**config.mk**
```make
export PLATFORM = sky130hd
export DESIGN_NAME = scaled_font_glyph_rasterizer_flat
export DESIGN_NICKNAME = d
export VERILOG_FILES = /design/src/sfgr_pkg.sv /design/src/sfgr_if.sv /design/src/scaled_font_glyph_rasterizer.sv /design/src/sfgr_glyph_rom.sv /design/src/flat_wrapper.sv
export SDC_FILE = /design/constraint.sdc
export NUM_CORES = 1
export LEC_CHECK = 0
export BUFFER_PORTS_ARGS = -buffer_cell sky130_fd_sc_hd__buf_4
export CORE_ASPECT_RATIO = 1.1
export CORE_MARGIN = 2
export CORE_UTILIZATION = 40
export CTS_BUF_LIST = sky130_fd_sc_hd__clkbuf_8 sky130_fd_sc_hd__clkbuf_16
export CTS_CLUSTER_DIAMETER = 40
export DETAILED_ROUTE_END_ITERATION = 12
export PLACE_DENSITY = 0.56
export SYNTH_ARGS = -nofsm -noshare
export SYNTH_HDL_FRONTEND = slang
export SYNTH_SLANG_ARGS = --single-unit
```
**constraint.sdc**
```tcl
create_clock -name i_clk -period 9.7 [get_ports i_clk]
set_input_delay 1.455 -clock i_clk [delete_from_list [all_inputs] [get_ports i_clk]]
set_output_delay 1.455 -clock i_clk [all_outputs]
set_load 0.05 [all_outputs]
```
**src/sfgr_pkg.sv**
```systemverilog
// Package for the scaled glyph rasteriser: widths, state type, character decode
// and the 5x7 font table.
// No dependencies.
package sfgr_pkg;

    localparam int GLYPH_COUNT  = 40;
    localparam int GLYPH_WIDTH  = 5;
    localparam int GLYPH_HEIGHT = 7;
    localparam int GLYPH_BITS   = GLYPH_WIDTH * GLYPH_HEIGHT;

    localparam int CODE_W  = 8;
    localparam int X_W     = 10;
    localparam int Y_W     = 9;
    localparam int SCALE_W = 4;
    localparam int SQX_W   = 11;
    localparam int SQY_W   = 10;
    localparam int IDX_W   = 8;

    localparam logic [IDX_W-1:0] IDX_SPACE  = 8'd36;
    localparam logic [IDX_W-1:0] IDX_PERIOD = 8'd37;
    localparam logic [IDX_W-1:0] IDX_COLON  = 8'd38;
    localparam logic [IDX_W-1:0] IDX_HYPHEN = 8'd39;
    localparam logic [X_W-1:0]   CURSOR_MAX = 10'd1023;

    typedef logic [GLYPH_BITS-1:0] t_glyph;
    typedef logic [IDX_W-1:0]      t_glyph_idx;

    typedef enum logic [0:0] {
        ST_IDLE,
        ST_SCAN
    } t_state;

    typedef struct packed {
        logic       known;
        t_glyph_idx idx;
    } t_decode;

    // Lower case letters share the upper case glyphs.
    function automatic t_decode decode_char(input logic [CODE_W-1:0] code);
        t_decode d;
        d.known = 1'b1;
        d.idx   = '0;
        if (code inside {[8'h30:8'h39]}) begin
            d.idx = code - 8'h30;
        end else if (code inside {[8'h41:8'h5A]}) begin
            d.idx = code - 8'h41 + 8'd10;
        end else if (code inside {[8'h61:8'h7A]}) begin
            d.idx = code - 8'h61 + 8'd10;
        end else if (code == 8'h20) begin
            d.idx = IDX_SPACE;
        end else if (code == 8'h2E) begin
            d.idx = IDX_PERIOD;
        end else if (code == 8'h3A) begin
            d.idx = IDX_COLON;
        end else if (code == 8'h2D) begin
            d.idx = IDX_HYPHEN;
        end else begin
            d.known = 1'b0;
        end
        return d;
    endfunction

    // Column-major: bits [6:0] are column 0, bit 0 of each column is the top row.
    function automatic t_glyph font_glyph(input t_glyph_idx idx);
        logic [7:0] c [GLYPH_WIDTH];
        t_glyph g;
        case (idx)
            8'd0:  c = '{8'h3E, 8'h51, 8'h49, 8'h45, 8'h3E};
            8'd1:  c = '{8'h00, 8'h42, 8'h7F, 8'h40, 8'h00};
            8'd2:  c = '{8'h42, 8'h61, 8'h51, 8'h49, 8'h46};
            8'd3:  c = '{8'h21, 8'h41, 8'h45, 8'h4B, 8'h31};
            8'd4:  c = '{8'h18, 8'h14, 8'h12, 8'h7F, 8'h10};
            8'd5:  c = '{8'h27, 8'h45, 8'h45, 8'h45, 8'h39};
            8'd6:  c = '{8'h3C, 8'h4A, 8'h49, 8'h49, 8'h30};
            8'd7:  c = '{8'h01, 8'h71, 8'h09, 8'h05, 8'h03};
            8'd8:  c = '{8'h36, 8'h49, 8'h49, 8'h49, 8'h36};
            8'd9:  c = '{8'h06, 8'h49, 8'h49, 8'h29, 8'h1E};
            8'd10: c = '{8'h7E, 8'h11, 8'h11, 8'h11, 8'h7E};
            8'd11: c = '{8'h7F, 8'h49, 8'h49, 8'h49, 8'h36};
            8'd12: c = '{8'h3E, 8'h41, 8'h41, 8'h41, 8'h22};
            8'd13: c = '{8'h7F, 8'h41, 8'h41, 8'h22, 8'h1C};
            8'd14: c = '{8'h7F, 8'h49, 8'h49, 8'h49, 8'h41};
            8'd15: c = '{8'h7F, 8'h09, 8'h09, 8'h09, 8'h01};
            8'd16: c = '{8'h3E, 8'h41, 8'h49, 8'h49, 8'h7A};
            8'd17: c = '{8'h7F, 8'h08, 8'h08, 8'h08, 8'h7F};
            8'd18: c = '{8'h00, 8'h41, 8'h7F, 8'h41, 8'h00};
            8'd19: c = '{8'h20, 8'h40, 8'h41, 8'h3F, 8'h01};
            8'd20: c = '{8'h7F, 8'h08, 8'h14, 8'h22, 8'h41};
            8'd21: c = '{8'h7F, 8'h40, 8'h40, 8'h40, 8'h40};
            8'd22: c = '{8'h7F, 8'h02, 8'h0C, 8'h02, 8'h7F};
            8'd23: c = '{8'h7F, 8'h04, 8'h08, 8'h10, 8'h7F};
            8'd24: c = '{8'h3E, 8'h41, 8'h41, 8'h41, 8'h3E};
            8'd25: c = '{8'h7F, 8'h09, 8'h09, 8'h09, 8'h06};
            8'd26: c = '{8'h3E, 8'h41, 8'h51, 8'h21, 8'h5E};
            8'd27: c = '{8'h7F, 8'h09, 8'h19, 8'h29, 8'h46};
            8'd28: c = '{8'h46, 8'h49, 8'h49, 8'h49, 8'h31};
            8'd29: c = '{8'h01, 8'h01, 8'h7F, 8'h01, 8'h01};
            8'd30: c = '{8'h3F, 8'h40, 8'h40, 8'h40, 8'h3F};
            8'd31: c = '{8'h1F, 8'h20, 8'h40, 8'h20, 8'h1F};
            8'd32: c = '{8'h3F, 8'h40, 8'h38, 8'h40, 8'h3F};
            8'd33: c = '{8'h63, 8'h14, 8'h08, 8'h14, 8'h63};
            8'd34: c = '{8'h07, 8'h08, 8'h70, 8'h08, 8'h07};
            8'd35: c = '{8'h61, 8'h51, 8'h49, 8'h45, 8'h43};
            8'd37: c = '{8'h00, 8'h00, 8'h60, 8'h60, 8'h00};
            8'd38: c = '{8'h00, 8'h36, 8'h36, 8'h00, 8'h00};
            8'd39: c = '{8'h08, 8'h08, 8'h08, 8'h08, 8'h08};
            default: c = '{8'h00, 8'h00, 8'h00, 8'h00, 8'h00};
        endcase
        for (int k = 0; k < GLYPH_WIDTH; k++) begin
            g[k*GLYPH_HEIGHT +: GLYPH_HEIGHT] = c[k][GLYPH_HEIGHT-1:0];
        end
        return g;
    endfunction

endpackage

```
**src/sfgr_if.sv**
```systemverilog
// Channel interfaces for the glyph rasteriser: character input and square output.
// Depends on sfgr_pkg for field widths.
interface sfgr_in_if;
    logic                              valid;
    logic                              ready;
    logic [sfgr_pkg::CODE_W-1:0]       char_code;
    logic [sfgr_pkg::X_W-1:0]          start_x;
    logic [sfgr_pkg::Y_W-1:0]          row_y;
    logic [sfgr_pkg::SCALE_W-1:0]      pixel_scale;
    logic                              first_char;

    modport source (output valid, char_code, start_x, row_y, pixel_scale, first_char,
                    input ready);
    modport sink   (input valid, char_code, start_x, row_y, pixel_scale, first_char,
                    output ready);
endinterface

interface sfgr_out_if;
    logic                              valid;
    logic                              ready;
    logic [sfgr_pkg::SQX_W-1:0]        square_x;
    logic [sfgr_pkg::SQY_W-1:0]        square_y;
    logic [sfgr_pkg::SCALE_W-1:0]      square_size;
    logic                              last_square;

    modport source (output valid, square_x, square_y, square_size, last_square,
                    input ready);
    modport sink   (input valid, square_x, square_y, square_size, last_square,
                    output ready);
endinterface

```
**src/scaled_font_glyph_rasterizer.sv**
```systemverilog
// The ROM read register is loaded when a character is taken, and every square then
// passes through the output register. No new character is taken until the scan is
// done; the scan steps one font pixel a cycle from the ROM read register and stops
// after the last set pixel. Output stalls hold the scan. Synchronous active-low reset
// clears the cursor to column 0 and empties the output register.
module scaled_font_glyph_rasterizer #(
    parameter int GLYPH_COUNT = sfgr_pkg::GLYPH_COUNT
) (
    input  logic        i_clk,
    input  logic        i_rst_n,
    sfgr_in_if.sink     i_in,
    sfgr_out_if.source  o_out
);

    localparam int ROW_W  = 3;
    localparam int XOFF_W = 6;
    localparam int YOFF_W = 7;
    localparam logic [ROW_W-1:0] LAST_ROW = ROW_W'(sfgr_pkg::GLYPH_HEIGHT - 1);

    sfgr_pkg::t_state r_state, n_state;

    logic [sfgr_pkg::X_W-1:0]     r_cursor, n_cursor;
    logic [sfgr_pkg::X_W-1:0]     r_base;
    logic [sfgr_pkg::Y_W-1:0]     r_row_y;
    logic [sfgr_pkg::SCALE_W-1:0] r_scale;
    logic [ROW_W-1:0]             r_row;
    logic [XOFF_W-1:0]            r_xoff;
    logic [YOFF_W-1:0]            r_yoff;

    logic                          r_out_valid;
    logic [sfgr_pkg::SQX_W-1:0]    r_sq_x;
    logic [sfgr_pkg::SQY_W-1:0]    r_sq_y;
    logic [sfgr_pkg::SCALE_W-1:0]  r_sq_size;
    logic                          r_sq_last;

    sfgr_pkg::t_glyph glyph;
    logic             accept;
    logic             out_free;
    logic             step;
    logic             emit;
    logic             is_last;
    logic             in_ready;
    logic [sfgr_pkg::X_W-1:0] base_col;
    logic [sfgr_pkg::X_W:0]   cursor_sum;
    logic [YOFF_W-1:0]        advance;

    sfgr_glyph_rom #(
        .GLYPH_COUNT (GLYPH_COUNT)
    ) u_rom (
        .i_clk       (i_clk),
        .i_load      (accept),
        .i_char_code (i_in.char_code),
        .i_shift     (step),
        .o_glyph     (glyph)
    );

    assign accept   = i_in.valid && in_ready;
    assign out_free = !r_out_valid || o_out.ready;
    assign is_last  = (glyph[sfgr_pkg::GLYPH_BITS-1:1] == '0);

    // Cursor update: six glyph pixels per character, clamped at the right edge.
    assign base_col   = i_in.first_char ? i_in.start_x : r_cursor;
    assign advance    = YOFF_W'({i_in.pixel_scale, 2'b00}) + YOFF_W'({i_in.pixel_scale, 1'b0});
    assign cursor_sum = {1'b0, base_col} + (sfgr_pkg::X_W+1)'(advance);
    assign n_cursor   = (cursor_sum > {1'b0, sfgr_pkg::CURSOR_MAX})
                        ? sfgr_pkg::CURSOR_MAX : cursor_sum[sfgr_pkg::X_W-1:0];

    always_comb begin
        n_state = r_state;
        case (r_state)
            sfgr_pkg::ST_IDLE: begin
                if (accept) begin
                    n_state = sfgr_pkg::ST_SCAN;
                end
            end
            sfgr_pkg::ST_SCAN: begin
                if ((glyph == '0) || (emit && is_last)) begin
                    n_state = sfgr_pkg::ST_IDLE;
                end
            end
            default: n_state = sfgr_pkg::ST_IDLE;
        endcase
    end

    // A clear pixel always advances; a set one waits for room in the output register.
    always_comb begin
        in_ready = 1'b0;
        step     = 1'b0;
        emit     = 1'b0;
        case (r_state)
            sfgr_pkg::ST_IDLE: begin
                in_ready = 1'b1;
            end
            sfgr_pkg::ST_SCAN: begin
                step = (glyph != '0) && (!glyph[0] || out_free);
                emit = step && glyph[0];
            end
            default: begin
                in_ready = 1'b0;
            end
        endcase
    end

    always_ff @(posedge i_clk) begin
        if (!i_rst_n) begin
            r_state     <= sfgr_pkg::ST_IDLE;
            r_cursor    <= '0;
            r_out_valid <= 1'b0;
        end else begin
            r_state <= n_state;
            if (accept) begin
                r_cursor <= n_cursor;
            end
            if (emit) begin
                r_out_valid <= 1'b1;
            end else if (o_out.ready) begin
                r_out_valid <= 1'b0;
            end
        end
    end

    always_ff @(posedge i_clk) begin
        if (accept) begin
            r_base  <= base_col;
            r_row_y <= i_in.row_y;
            r_scale <= i_in.pixel_scale;
            r_row   <= '0;
            r_xoff  <= '0;
            r_yoff  <= '0;
        end else if (step) begin
            if (r_row == LAST_ROW) begin
                r_row  <= '0;
                r_yoff <= '0;
                r_xoff <= r_xoff + XOFF_W'(r_scale);
            end else begin
                r_row  <= r_row + 1'b1;
                r_yoff <= r_yoff + YOFF_W'(r_scale);
            end
        end
        if (emit) begin
            r_sq_x    <= {1'b0, r_base} + sfgr_pkg::SQX_W'(r_xoff);
            r_sq_y    <= {1'b0, r_row_y} + sfgr_pkg::SQY_W'(r_yoff);
            r_sq_size <= r_scale;
            r_sq_last <= is_last;
        end
    end

    assign i_in.ready        = in_ready;
    assign o_out.valid       = r_out_valid;
    assign o_out.square_x    = r_sq_x;
    assign o_out.square_y    = r_sq_y;
    assign o_out.square_size = r_sq_size;
    assign o_out.last_square = r_sq_last;

endmodule

```
**src/sfgr_glyph_rom.sv**
```systemverilog
// Font ROM with a registered read port; the read register doubles as the
// pixel shift register that the scan walks through.
// Depends on sfgr_pkg for the decode and font table.
module sfgr_glyph_rom #(
    parameter int GLYPH_COUNT = sfgr_pkg::GLYPH_COUNT
) (
    input  logic                        i_clk,
    input  logic                        i_load,
    input  logic [sfgr_pkg::CODE_W-1:0] i_char_code,
    input  logic                        i_shift,
    output sfgr_pkg::t_glyph            o_glyph
);

    sfgr_pkg::t_decode dec;
    logic              glyph_ok;
    sfgr_pkg::t_glyph  r_glyph;

    assign dec      = sfgr_pkg::decode_char(i_char_code);
    assign glyph_ok = dec.known && (int'(dec.idx) < GLYPH_COUNT);

    // Unknown characters read as an empty glyph, so nothing is drawn.
    always_ff @(posedge i_clk) begin
        if (i_load) begin
            r_glyph <= glyph_ok ? sfgr_pkg::font_glyph(dec.idx) : '0;
        end else if (i_shift) begin
            r_glyph <= r_glyph >> 1;
        end
    end

    assign o_glyph = r_glyph;

endmodule

```
**src/flat_wrapper.sv**
```systemverilog
// flat-port wrapper written by rule: the top's interface ports become plain ports
module scaled_font_glyph_rasterizer_flat 
#(
    parameter int GLYPH_COUNT = sfgr_pkg::GLYPH_COUNT
)
  (i_clk, i_rst_n, i_in_valid, i_in_char_code, i_in_start_x, i_in_row_y, i_in_pixel_scale, i_in_first_char, i_in_ready, o_out_valid, o_out_square_x, o_out_square_y, o_out_square_size, o_out_last_square, o_out_ready);
  sfgr_in_if i_in_i ();
  sfgr_out_if o_out_i ();
  input  logic i_clk;
  input  logic i_rst_n;
  input wire logic [$bits(i_in_i.valid)-1:0] i_in_valid;
  input wire logic [$bits(i_in_i.char_code)-1:0] i_in_char_code;
  input wire logic [$bits(i_in_i.start_x)-1:0] i_in_start_x;
  input wire logic [$bits(i_in_i.row_y)-1:0] i_in_row_y;
  input wire logic [$bits(i_in_i.pixel_scale)-1:0] i_in_pixel_scale;
  input wire logic [$bits(i_in_i.first_char)-1:0] i_in_first_char;
  output wire logic [$bits(i_in_i.ready)-1:0] i_in_ready;
  output wire logic [$bits(o_out_i.valid)-1:0] o_out_valid;
  output wire logic [$bits(o_out_i.square_x)-1:0] o_out_square_x;
  output wire logic [$bits(o_out_i.square_y)-1:0] o_out_square_y;
  output wire logic [$bits(o_out_i.square_size)-1:0] o_out_square_size;
  output wire logic [$bits(o_out_i.last_square)-1:0] o_out_last_square;
  input wire logic [$bits(o_out_i.ready)-1:0] o_out_ready;
  assign i_in_i.valid = i_in_valid;
  assign i_in_i.char_code = i_in_char_code;
  assign i_in_i.start_x = i_in_start_x;
  assign i_in_i.row_y = i_in_row_y;
  assign i_in_i.pixel_scale = i_in_pixel_scale;
  assign i_in_i.first_char = i_in_first_char;
  assign i_in_ready = i_in_i.ready;
  assign o_out_valid = o_out_i.valid;
  assign o_out_square_x = o_out_i.square_x;
  assign o_out_square_y = o_out_i.square_y;
  assign o_out_square_size = o_out_i.square_size;
  assign o_out_last_square = o_out_i.last_square;
  assign o_out_i.ready = o_out_ready;
  scaled_font_glyph_rasterizer #(.GLYPH_COUNT(GLYPH_COUNT)) u_core (.i_clk(i_clk), .i_rst_n(i_rst_n), .i_in(i_in_i), .o_out(o_out_i));
endmodule
```
# Yosys cells after proc, flatten, opt, wreduce, memory -nomap -nowiden
# Memory sizes are Yosys's and may differ from the RTL's.
# Cells that the tools add are included.
# Widths: inputs -> output; s select.
# classes
magnitude_cmp	8
bitwise	1
mux	30
eq_ne	5
reduce_logical	20
add_sub_neg	12
# op_table
operator	n
$mux 35	3
$mux 39	1
$logic_not 35->1	1
$reduce_bool 35->1	1
$logic_not 34->1	1
$eq 8x6->1 const B	4
$mux 6	4
$mux 8	3
$mux 10	2
$add 8x4->8 const B	2
$ge 8x7->1 const B	2
$le 8x7->1 const B	2
$sub 8x7->8 const B	2
$mux 1	14
$add 10x6->11	1
$add 10x7->11	1
$gt 11x10->1 const B	1
$add 9x7->10	1
$ge 8x6->1 const B	1
$le 8x6->1 const B	1
$logic_and 1x1->1	8
$lt 8x6->1 const B	1
$sub 8x6->8 const B	1
$add 6x5->7	1
13 further kinds	17
# totals
out_inout_bits	28
wordCells	91
rom_bits	2240
input_bits	36
ff_bits	112
n_memories	1
# memory_table
name	depth	width	read_ports	rd_ports_with_merged_regs	wr	line	text
(no name shown)	64	35	1	0	0	sfgr_pkg.sv:67	case (idx)

# Logic depth before layout (Yosys ltp)
# Gate-level depths: netlist of run 1.
# depth
ltp_word	12
ltp_mapped	16
ltp_nobuf	13

# Modules after synthesis
# From an unflattened synthesis of run 1, not the netlist that was laid out.
# hier_totals
cells_unflattened	828
area_unflattened_um2	8018.9
# modules_own_cells
mod	instances	seq_area_each_um2	area_per_inst_um2	cells_each
scaled_font_glyph_rasterizer	1	2031.9	4151.5	369
sfgr_glyph_rom	1	1051.0	3867.5	459

# Worst setup path before layout of run 1
# No wires, ideal clock.
# synth_timing
kind	in2reg
start	in i_in_char_code[1]
end	reg u_core.u_rom.r_glyph[1], in the netlist u_core.u_rom.o_glyph[1] (data pin)
path_buffers	2
required_ns	9.444
stages	15
arrival_ns	4.471
slack_ns	4.973
setup_time_ns	0.256
cell_sequence	buf_2 -> inv_1 -> ha_1 -> nor2_1 -> a41oi_1 -> a22oi_2 -> nand2b_1 -> nand2_1 -> clkinv_1 -> ha_1 -> clkbuf_1 -> o21ai_0 -> nor3b_1 -> a211oi_1 -> a22o_1
# synth_between
elab_chain_len	12
word_cells_on_any_way	39
classes_between	5 x add/sub; 7 x order compare; 4 x eq/ne; 17 x mux; 5 x reduce/logical; 1 x memory
# synth_lines
item	line	text
from (decl)	flat_wrapper.sv:12	input wire logic [$bits(i_in_i.char_code)-1:0] i_in_char_code;
parallel branches: the longest is 10 deep, another holds $mem_v2 64x35	-	
$mux 35 *	sfgr_glyph_rom.sv:24	r_glyph <= glyph_ok ? sfgr_pkg::font_glyph(dec.idx) : '0;
$mux 35 *	sfgr_glyph_rom.sv:23	if (i_load) begin
to (signal assigned)	sfgr_glyph_rom.sv:24	
to (signal assigned)	sfgr_glyph_rom.sv:26	r_glyph <= r_glyph >> 1;
to (decl)	sfgr_glyph_rom.sv:16	sfgr_pkg::t_glyph r_glyph;
# Every way passes the cells marked *.
# A chain may end at the register's enable or synchronous reset.

# Worst setup path after layout of run 1
# layout_timing
start	in i_in_char_code[1]
end	reg u_core.u_rom.r_glyph[10], in the netlist u_core.u_rom.o_glyph[10] (data pin)
# The elaborated chain is that of the path after synthesis.

==> flow_summary.yaml, run 1 <==
layout:
  layout-drive-gt1-share: 0.154
  final.fill_count: 1809
  final_common_cell: "edfxtp_1"
  mostFrequentLayoutCells: "84 x edfxtp_1, 72 x nand2_1, 70 x a21oi_1, 70 x buf_4, 53 x ha_1"
  nets: 935
  antenna_cells: 0
  area_delta_synth_final_pct: 11.4
global_route:
  grt_usage: 0.228
  grt_pass1_wl_um: 36400
  grt_use_met3: 0.0425
  grt_pass1_vias: 6581
  top_usage_layer: "met2"
  antenna_found_initial: 0
  grt_max_degree: 53
  grt_overflow: 0
  use_met1: 0.299
  use_met2: 0.379
logic_synthesis:
  async_reset_ff_frac: 0
  ys_ff_latch: 112
  synth_ff_type: "edfxtp_1"
  yosys-top-cells-area: "edfxtp_1 32%, ha_1 8.4%, dfxtp_1 7.1%"
  synth_top_area_cell: "edfxtp_1"
  seq_area_frac_synth: 0.392
  synth_edf_count: 84
  synthDominantCellAreaShare: 0.321
  synthDistinctLibCells: 90
  ys_warn_count: 0
  netlist_area_mm2: 0.00786
  syn-num-nets: 902
  synth_area_per_cell_um2: 9.77
  syn_inst: 805
sta:
  relSlewSlack: 0.296
  setup_viol: 0
  holdWs_ns: 0.467
  worstMarginPinSlew_ns: 1.05
  period_minus_slack_ns: 5.18
  hold_violations: 0
  post-route-period-util: 0.534
  rsz0062_at_grt: "false"
  fin_setup_tns_ns: 0
  finalClockSkew_ns: 0.0124
  drv_slew: 0
  clock.fmax_mhz: 193
detailed_routing:
  drt-initial-drc-count: 629
  routed_wl_um: 23500
  post_drt_wl_per_cell_um: 21.6
  drtPass1Iterations: 5
  drt-vias-per-instance: 6.14
  drc: 0
  postRouteAntennaNets: 0
  num_vias: 6691
cts:
  h-tree-depth: 3
  cts_buffers: 9
  post_cts_buffers: 0
  cts_tree: "yes"
  cts_hold_buf: 0
  insertion_delay_ns: 0.36
  clkTransAtPathRegs_ns: 0.09
  cts.path.max_buffers: 2
  cts_resized: 0
  clockRootBuffer: "clkbuf_16"
  cts.sinks: 112
critical_path:
  path_class: "in -> reg"
  cp_slowest_cell: "or3_1"
  cp-start-kind: "primary input"
  path_delay_family: "compound AO/OA/AOI/OAI gates"
  crit_required_ns: 9.94
  crit_chain: "buf_4 -> inv_1 -> ha_1 -> nor4b_1 -> o21ai_1 -> a222oi_1 -> or3_1 -> nor2_1 -> o211a_1 -> a2111oi_2 -> a22o_1"
  path_max_fanout: 22
  end_kind: "register"
  critPathArrivalTime_ns: 5.42
  critPathBufInv: 2
  critical-path-max-stage-delay_ns: 0.89
pwr:
  power.total_mw: 1.40
  powerDensity_mw_per_mm2: 160
  peakVddDrop_v: 0.0000805
  pwr-share-comb: 0.287
  p_int_mw: 0.920
  p_clk_frac: 0.281
  pwr-share-seq: 0.432
  swShare: 0.345
  p_switching_mw: 0.485
  p_leak_nw: 3.45
floorplan:
  die_area_mm2: 0.0208
  die_w_um: 138
  core_mm2: 0.0192
  dieHeight_um: 151
  initial_core_util: 0.410
  boundaryPins: 64
  rows: 53
outcome:
  status: "finished clean"
place:
  port_buffers: 63
  dp_hpwl_um: 16200
  gp_congestion: 0.962
worst_hold_path:
  hp-class: "reg -> reg"
flow_run:
  cap_viol_max_count: 0
[registers in the layout (all words and copies together), names as in the netlist]
name and cells:
u_core.r_cursor 10, u_core.r_row_y 9, u_core.r_xoff 6, u_core.r_yoff 7, u_core.u_rom.o_glyph 35, u_core.o_out.square_y 10, u_core.r_state 1, u_core.o_out.last_square 1
u_core.o_out.square_size 4, u_core.o_out.valid 1, u_core.r_row 3, u_core.r_scale 4, u_core.o_out.square_x 11, u_core.r_base 10
[worst register-to-register path, cell delays in order (launching register included)]
cell and delay, ns:
edfxtp_1 0.48, nor4_1 0.64, nand4_1 0.20, or3_1 0.40, o211ai_1 0.72, nand2_2 0.73
[power groups by stage]
stage          Clock, mW  Combinational [mW]  Sequential (mW)
2_1_floorplan          0               0.265            0.626
3_5_place_dp           0               0.394            0.616
5_1_grt            0.417               0.437            0.611
3_3_place_gp           0               0.393            0.615
4_1_cts            0.402               0.396            0.606
6_report           0.395               0.403            0.606
[synth_stat cells (6+ instances only)]
library cell / n
o21ai_0: 42
a32o_1: 6
a211oi_1: 6
nor2b_1: 10
buf_4: 6
a31oi_1: 11
mux2i_1: 10
nand2_1: 73
xor2_1: 7
fa_1: 8
nor2_1: 46
a21oi_1: 70
xnor2_1: 19
a22o_1: 9
a21o_1: 16
nand3_1: 19
nor3_1: 11
a21boi_0: 6
nor4_1: 11
ha_1: 53
edfxtp_1: 84
mux2_2: 7
nand2b_1: 8
o211ai_1: 10
a221oi_1: 6
inv_1: 39
dfxtp_1: 28
and2_1: 7
o21ai_1: 10
nand4_1: 6
o31ai_1: 7
clkbuf_1: 23
buf_2: 14
[routing by layer]
metal,routed length [µm],share of wire
met1,10100,0.43
met3,1700,0.072
met5,0,0
met2,11000,0.47
met4,679,0.029
[final cells by class]
type	count	area, µm²	share of cell area
clock inverters	7	76.3	0.00871
repair buffers	70	526	0.0600
multi-input cells	604	4390	0.501
well taps	247	309	0.0353
clock buffers	9	225	0.0257
inverters	41	154	0.0176
flip-flops and latches	112	3080	0.352
[per-stage QoR]
step	setup WS (ns)	cells	utilization	area (µm²)
after global routing	4.28	1090	0.457	8760
after CTS	4.63	1090	0.457	8760
after global placement	4.21	1074	0.441	8460
after detailed placement	4.25	1074	0.441	8460
final	4.52	1090	0.457	8760
after floorplan	4.97	805	-	7860
[logic make-up after synthesis]
kind of cell,synth area share
and+or+nand+nor,0.147
adders and majority gates,0.105
muxes,0.0275
xor gates and xnor gates,0.0290
AOI/OAI and AO/OA,0.249
DFF,0.392
buffers and inverters,0.0514
[final timing paths]
check / start / to / slack [ns] / cells past startpoint
hold / removal: u_core.r_cursor[9]$_SDFFE_PN0P_ / u_core.r_cursor[9]$_SDFFE_PN0P_ / 0.47 / 2
setup / recovery: i_in_char_code[1] / u_core.u_rom.o_glyph[10]$_DFFE_PP_ / 4.52 / 11
setup reg to reg: u_core.u_rom.o_glyph[25]$_DFFE_PP_ / u_core.u_rom.o_glyph[30]$_DFFE_PP_ / 6.06 / 5
hold reg to reg: u_core.r_cursor[9]$_SDFFE_PN0P_ / u_core.r_cursor[9]$_SDFFE_PN0P_ / 0.47 / 2
Note: power is estimated with default switching activity, not from simulation.
==> inputs of run 2 (changes only) <==
- ABC_AREA: default -> 1
- clock period: 9.7 -> 5.4 ns (I/O delays scaled with it)
==> run 2 against run 1 <==
Sequential cell count did not move. Clock power grew 74%. Via count is 2.9% higher. Global-route usage is 1.6 points lower. Cell count up 20%. Routed wire length decreased by 9.4%. Combinational power is 95% higher. Largest power group unchanged.
==> flow_summary.yaml, run 2 <==
outcome:
  status: "finished clean"
layout:
  antenna_cells: 0
  largest_reg_flops: 35
  mostFrequentLayoutCells: "322 x nand2_1, 101 x nand3_1, 96 x inv_1"
  finalNonFillerCells: 1307
  layout-drive-gt1-share: 0.118
  area_delta_synth_final_pct: 11.9
  final.fill_count: 1888
  fin_util: 0.458
  final_common_cell: "nand2_1"
  nets: 1152
global_route:
  grt_overflow: 0
  grt_usage: 0.212
  top_usage_layer: "met2"
  antenna_found_initial: 0
  grt_use_met3: 0.0224
  grt_max_degree: 52
  grt_pass1_vias: 6392
  use_met2: 0.352
  use_met1: 0.280
  grt_pass1_wl_um: 33900
critical_path:
  crit_top_cell: "nand2_1"
  path_delay_family: "simple AND/OR/NAND/NOR gates"
  critPathBufInv: 4
  cp-start-kind: "primary input"
  crit_required_ns: 5.62
  cp_slowest_cell: "a21oi_1"
  path_max_fanout: 9
  end_kind: "register"
  crit_chain: "buf_4 -> inv_1 -> ha_1 -> inv_1 -> nor2_1 -> nand2_1 -> nand2_1 -> nand2_2 -> nand2_2 -> nand2_1 -> a21oi_1 -> ha_1 -> inv_1 -> nand3_1 -> nand3_1 -> a21boi_1 -> nand3_1 -> nand2_1"
  path_class: "in -> reg"
  critPathArrivalTime_ns: 3.87
  critical-path-max-stage-delay_ns: 0.61
cts:
  cts.path.max_buffers: 2
  clockRootBuffer: "clkbuf_16"
  clkTransAtPathRegs_ns: 0.07
  cts_resized: 0
  post_cts_buffers: 0
  cts_hold_buf: 0
  cts_buffers: 9
  cts_tree: "yes"
  cts.sinks: 112
  h-tree-depth: 3
  insertion_delay_ns: 0.36
flow_run:
  cap_viol_max_count: 0
logic_synthesis:
  synth.most_common_cell: "nand2_1"
  yosys-top-cells-area: "edfxtp_1 32%, nand2_1 15%, ha_1 8.5%"
  netlist_area_mm2: 0.00784
  async_reset_ff_frac: 0
  synth_ff_type: "edfxtp_1"
  ys_ff_latch: 112
  synth_area_per_cell_um2: 7.79
  syn_inst: 1006
  synth_edf_count: 84
  synth_commonest_cells: "322 x nand2_1, 101 x nand3_1, 96 x inv_1"
  synth_top_area_cell: "edfxtp_1"
  syn-num-nets: 1103
  ys_warn_count: 0
  seq_area_frac_synth: 0.393
  synthDominantCellAreaShare: 0.322
  synthDistinctLibCells: 50
place:
  gp_congestion: 0.937
  dp_hpwl_um: 16100
  pre_cts_ws_ns: 1.47
  port_buffers: 63
  dp.cells: 1291
detailed_routing:
  drt-vias-per-instance: 5.27
  postRouteAntennaNets: 0
  drtPass1Iterations: 6
  routed_wl_um: 21300
  num_vias: 6884
  drt-initial-drc-count: 517
  post_drt_wl_per_cell_um: 16.3
  drc: 0
sta:
  drv_slew: 0
  rsz0062_at_grt: "false"
  hold_violations: 0
  relSlewSlack: 0.481
  fin_setup_tns_ns: 0
  clock.fmax_mhz: 274
  setup_viol: 0
  post-route-period-util: 0.677
  fin_ws_ns: 1.75
  period_minus_slack_ns: 3.65
  finalClockSkew_ns: 0.0132
  worstMarginPinSlew_ns: 0.778
pwr:
  p_leak_nw: 4.15
  power.total_mw: 2.56
  peakVddDrop_v: 0.000174
  powerDensity_mw_per_mm2: 292
floorplan:
  boundaryPins: 64
  core_mm2: 0.0192
  dieHeight_um: 151
  rows: 53
  initial_core_util: 0.409
  die_area_mm2: 0.0207
  die_w_um: 137
worst_hold_path:
  hp-class: "reg -> reg"
==> run 2: where the power goes <==
| part | internal (mW) | switching (mW) | total, mW |
|---|---|---|---|
| registers | 1.04 | 0.0487 | 1.09 |
| logic | 0.243 | 0.542 | 0.786 |
| clock network | 0.371 | 0.315 | 0.686 |
==> run 2: cell type report <==
| cell class | count | area, µm² | share of cell area |
|---|---|---|---|
| Timing Repair Buffer | 69 | 518 | 0.0591 |
| Clock inverter | 4 | 32.5 | 0.00371 |
| Sequential cell | 112 | 3080 | 0.351 |
| Tap cell | 247 | 309 | 0.0352 |
| Multi-Input combinational cell | 756 | 4150 | 0.473 |
| Clock buffer | 12 | 278 | 0.0317 |
| Inverter | 107 | 402 | 0.0458 |
==> run 2: final timing paths <==
path / start / to / slack [ns] / cells after the start
min reg2reg: u_core.r_cursor[9]$_SDFFE_PN0P_ / u_core.r_cursor[9]$_SDFFE_PN0P_ / 0.47 / 2
max: i_in_char_code[0] / u_core.u_rom.o_glyph[24]$_DFFE_PP_ / 1.75 / 18
max reg2reg: u_core.r_cursor[2]$_SDFFE_PN0P_ / u_core.r_cursor[2]$_SDFFE_PN0P_ / 2.35 / 14
min: u_core.r_cursor[9]$_SDFFE_PN0P_ / u_core.r_cursor[9]$_SDFFE_PN0P_ / 0.47 / 2
==> run 2: cells by family after synthesis <==
| logic type | count (synthesis) | share of synthesized area |
|---|---|---|
| buf+inv | 138 | 0.0776 |
| xor+xnor | 29 | 0.0324 |
| mux | 4 | 0.00575 |
| flops | 112 | 0.393 |
| simple gates | 532 | 0.292 |
| compound gates | 130 | 0.0943 |
| fa+ha+maj | 61 | 0.105 |
==> run 2: worst reg2reg max path, cell delays in order (launching register included) <==
cell and delay (ns):
dfxtp_1 0.34, o21ai_0 0.14, fa_1 0.51, inv_1 0.04, ha_1 0.22, fa_1 0.40
a21oi_1 0.14, o21ai_0 0.16, a21o_1 0.21, nand3_1 0.11, nor2_1 0.06, nor2_1 0.22
inv_1 0.17, o221ai_1 0.17, inv_1 0.06
==> run 2: per-stage QoR <==
| step | area [µm²] | hold WS (ns) |
|---|---|---|
| floorplan | 7840 | 0.442 |
| global placement | 8460 | 0.455 |
| detailed placement | 8460 | 0.462 |
| CTS | 8770 | 0.473 |
| global route | 8770 | 0.480 |
| finish | 8770 | 0.469 |
==> run 2: per-layer routing <==
| layer | part of all wire | up-vias | wire, µm |
|---|---|---|---|
| met5 | 0 | - | 0 |
| met4 | 0.031 | 0 | 665 |
| met3 | 0.060 | 51 | 1290 |
| met2 | 0.48 | 261 | 10200 |
| met1 | 0.43 | 3136 | 9150 |
| li1 | - | 3436 | - |
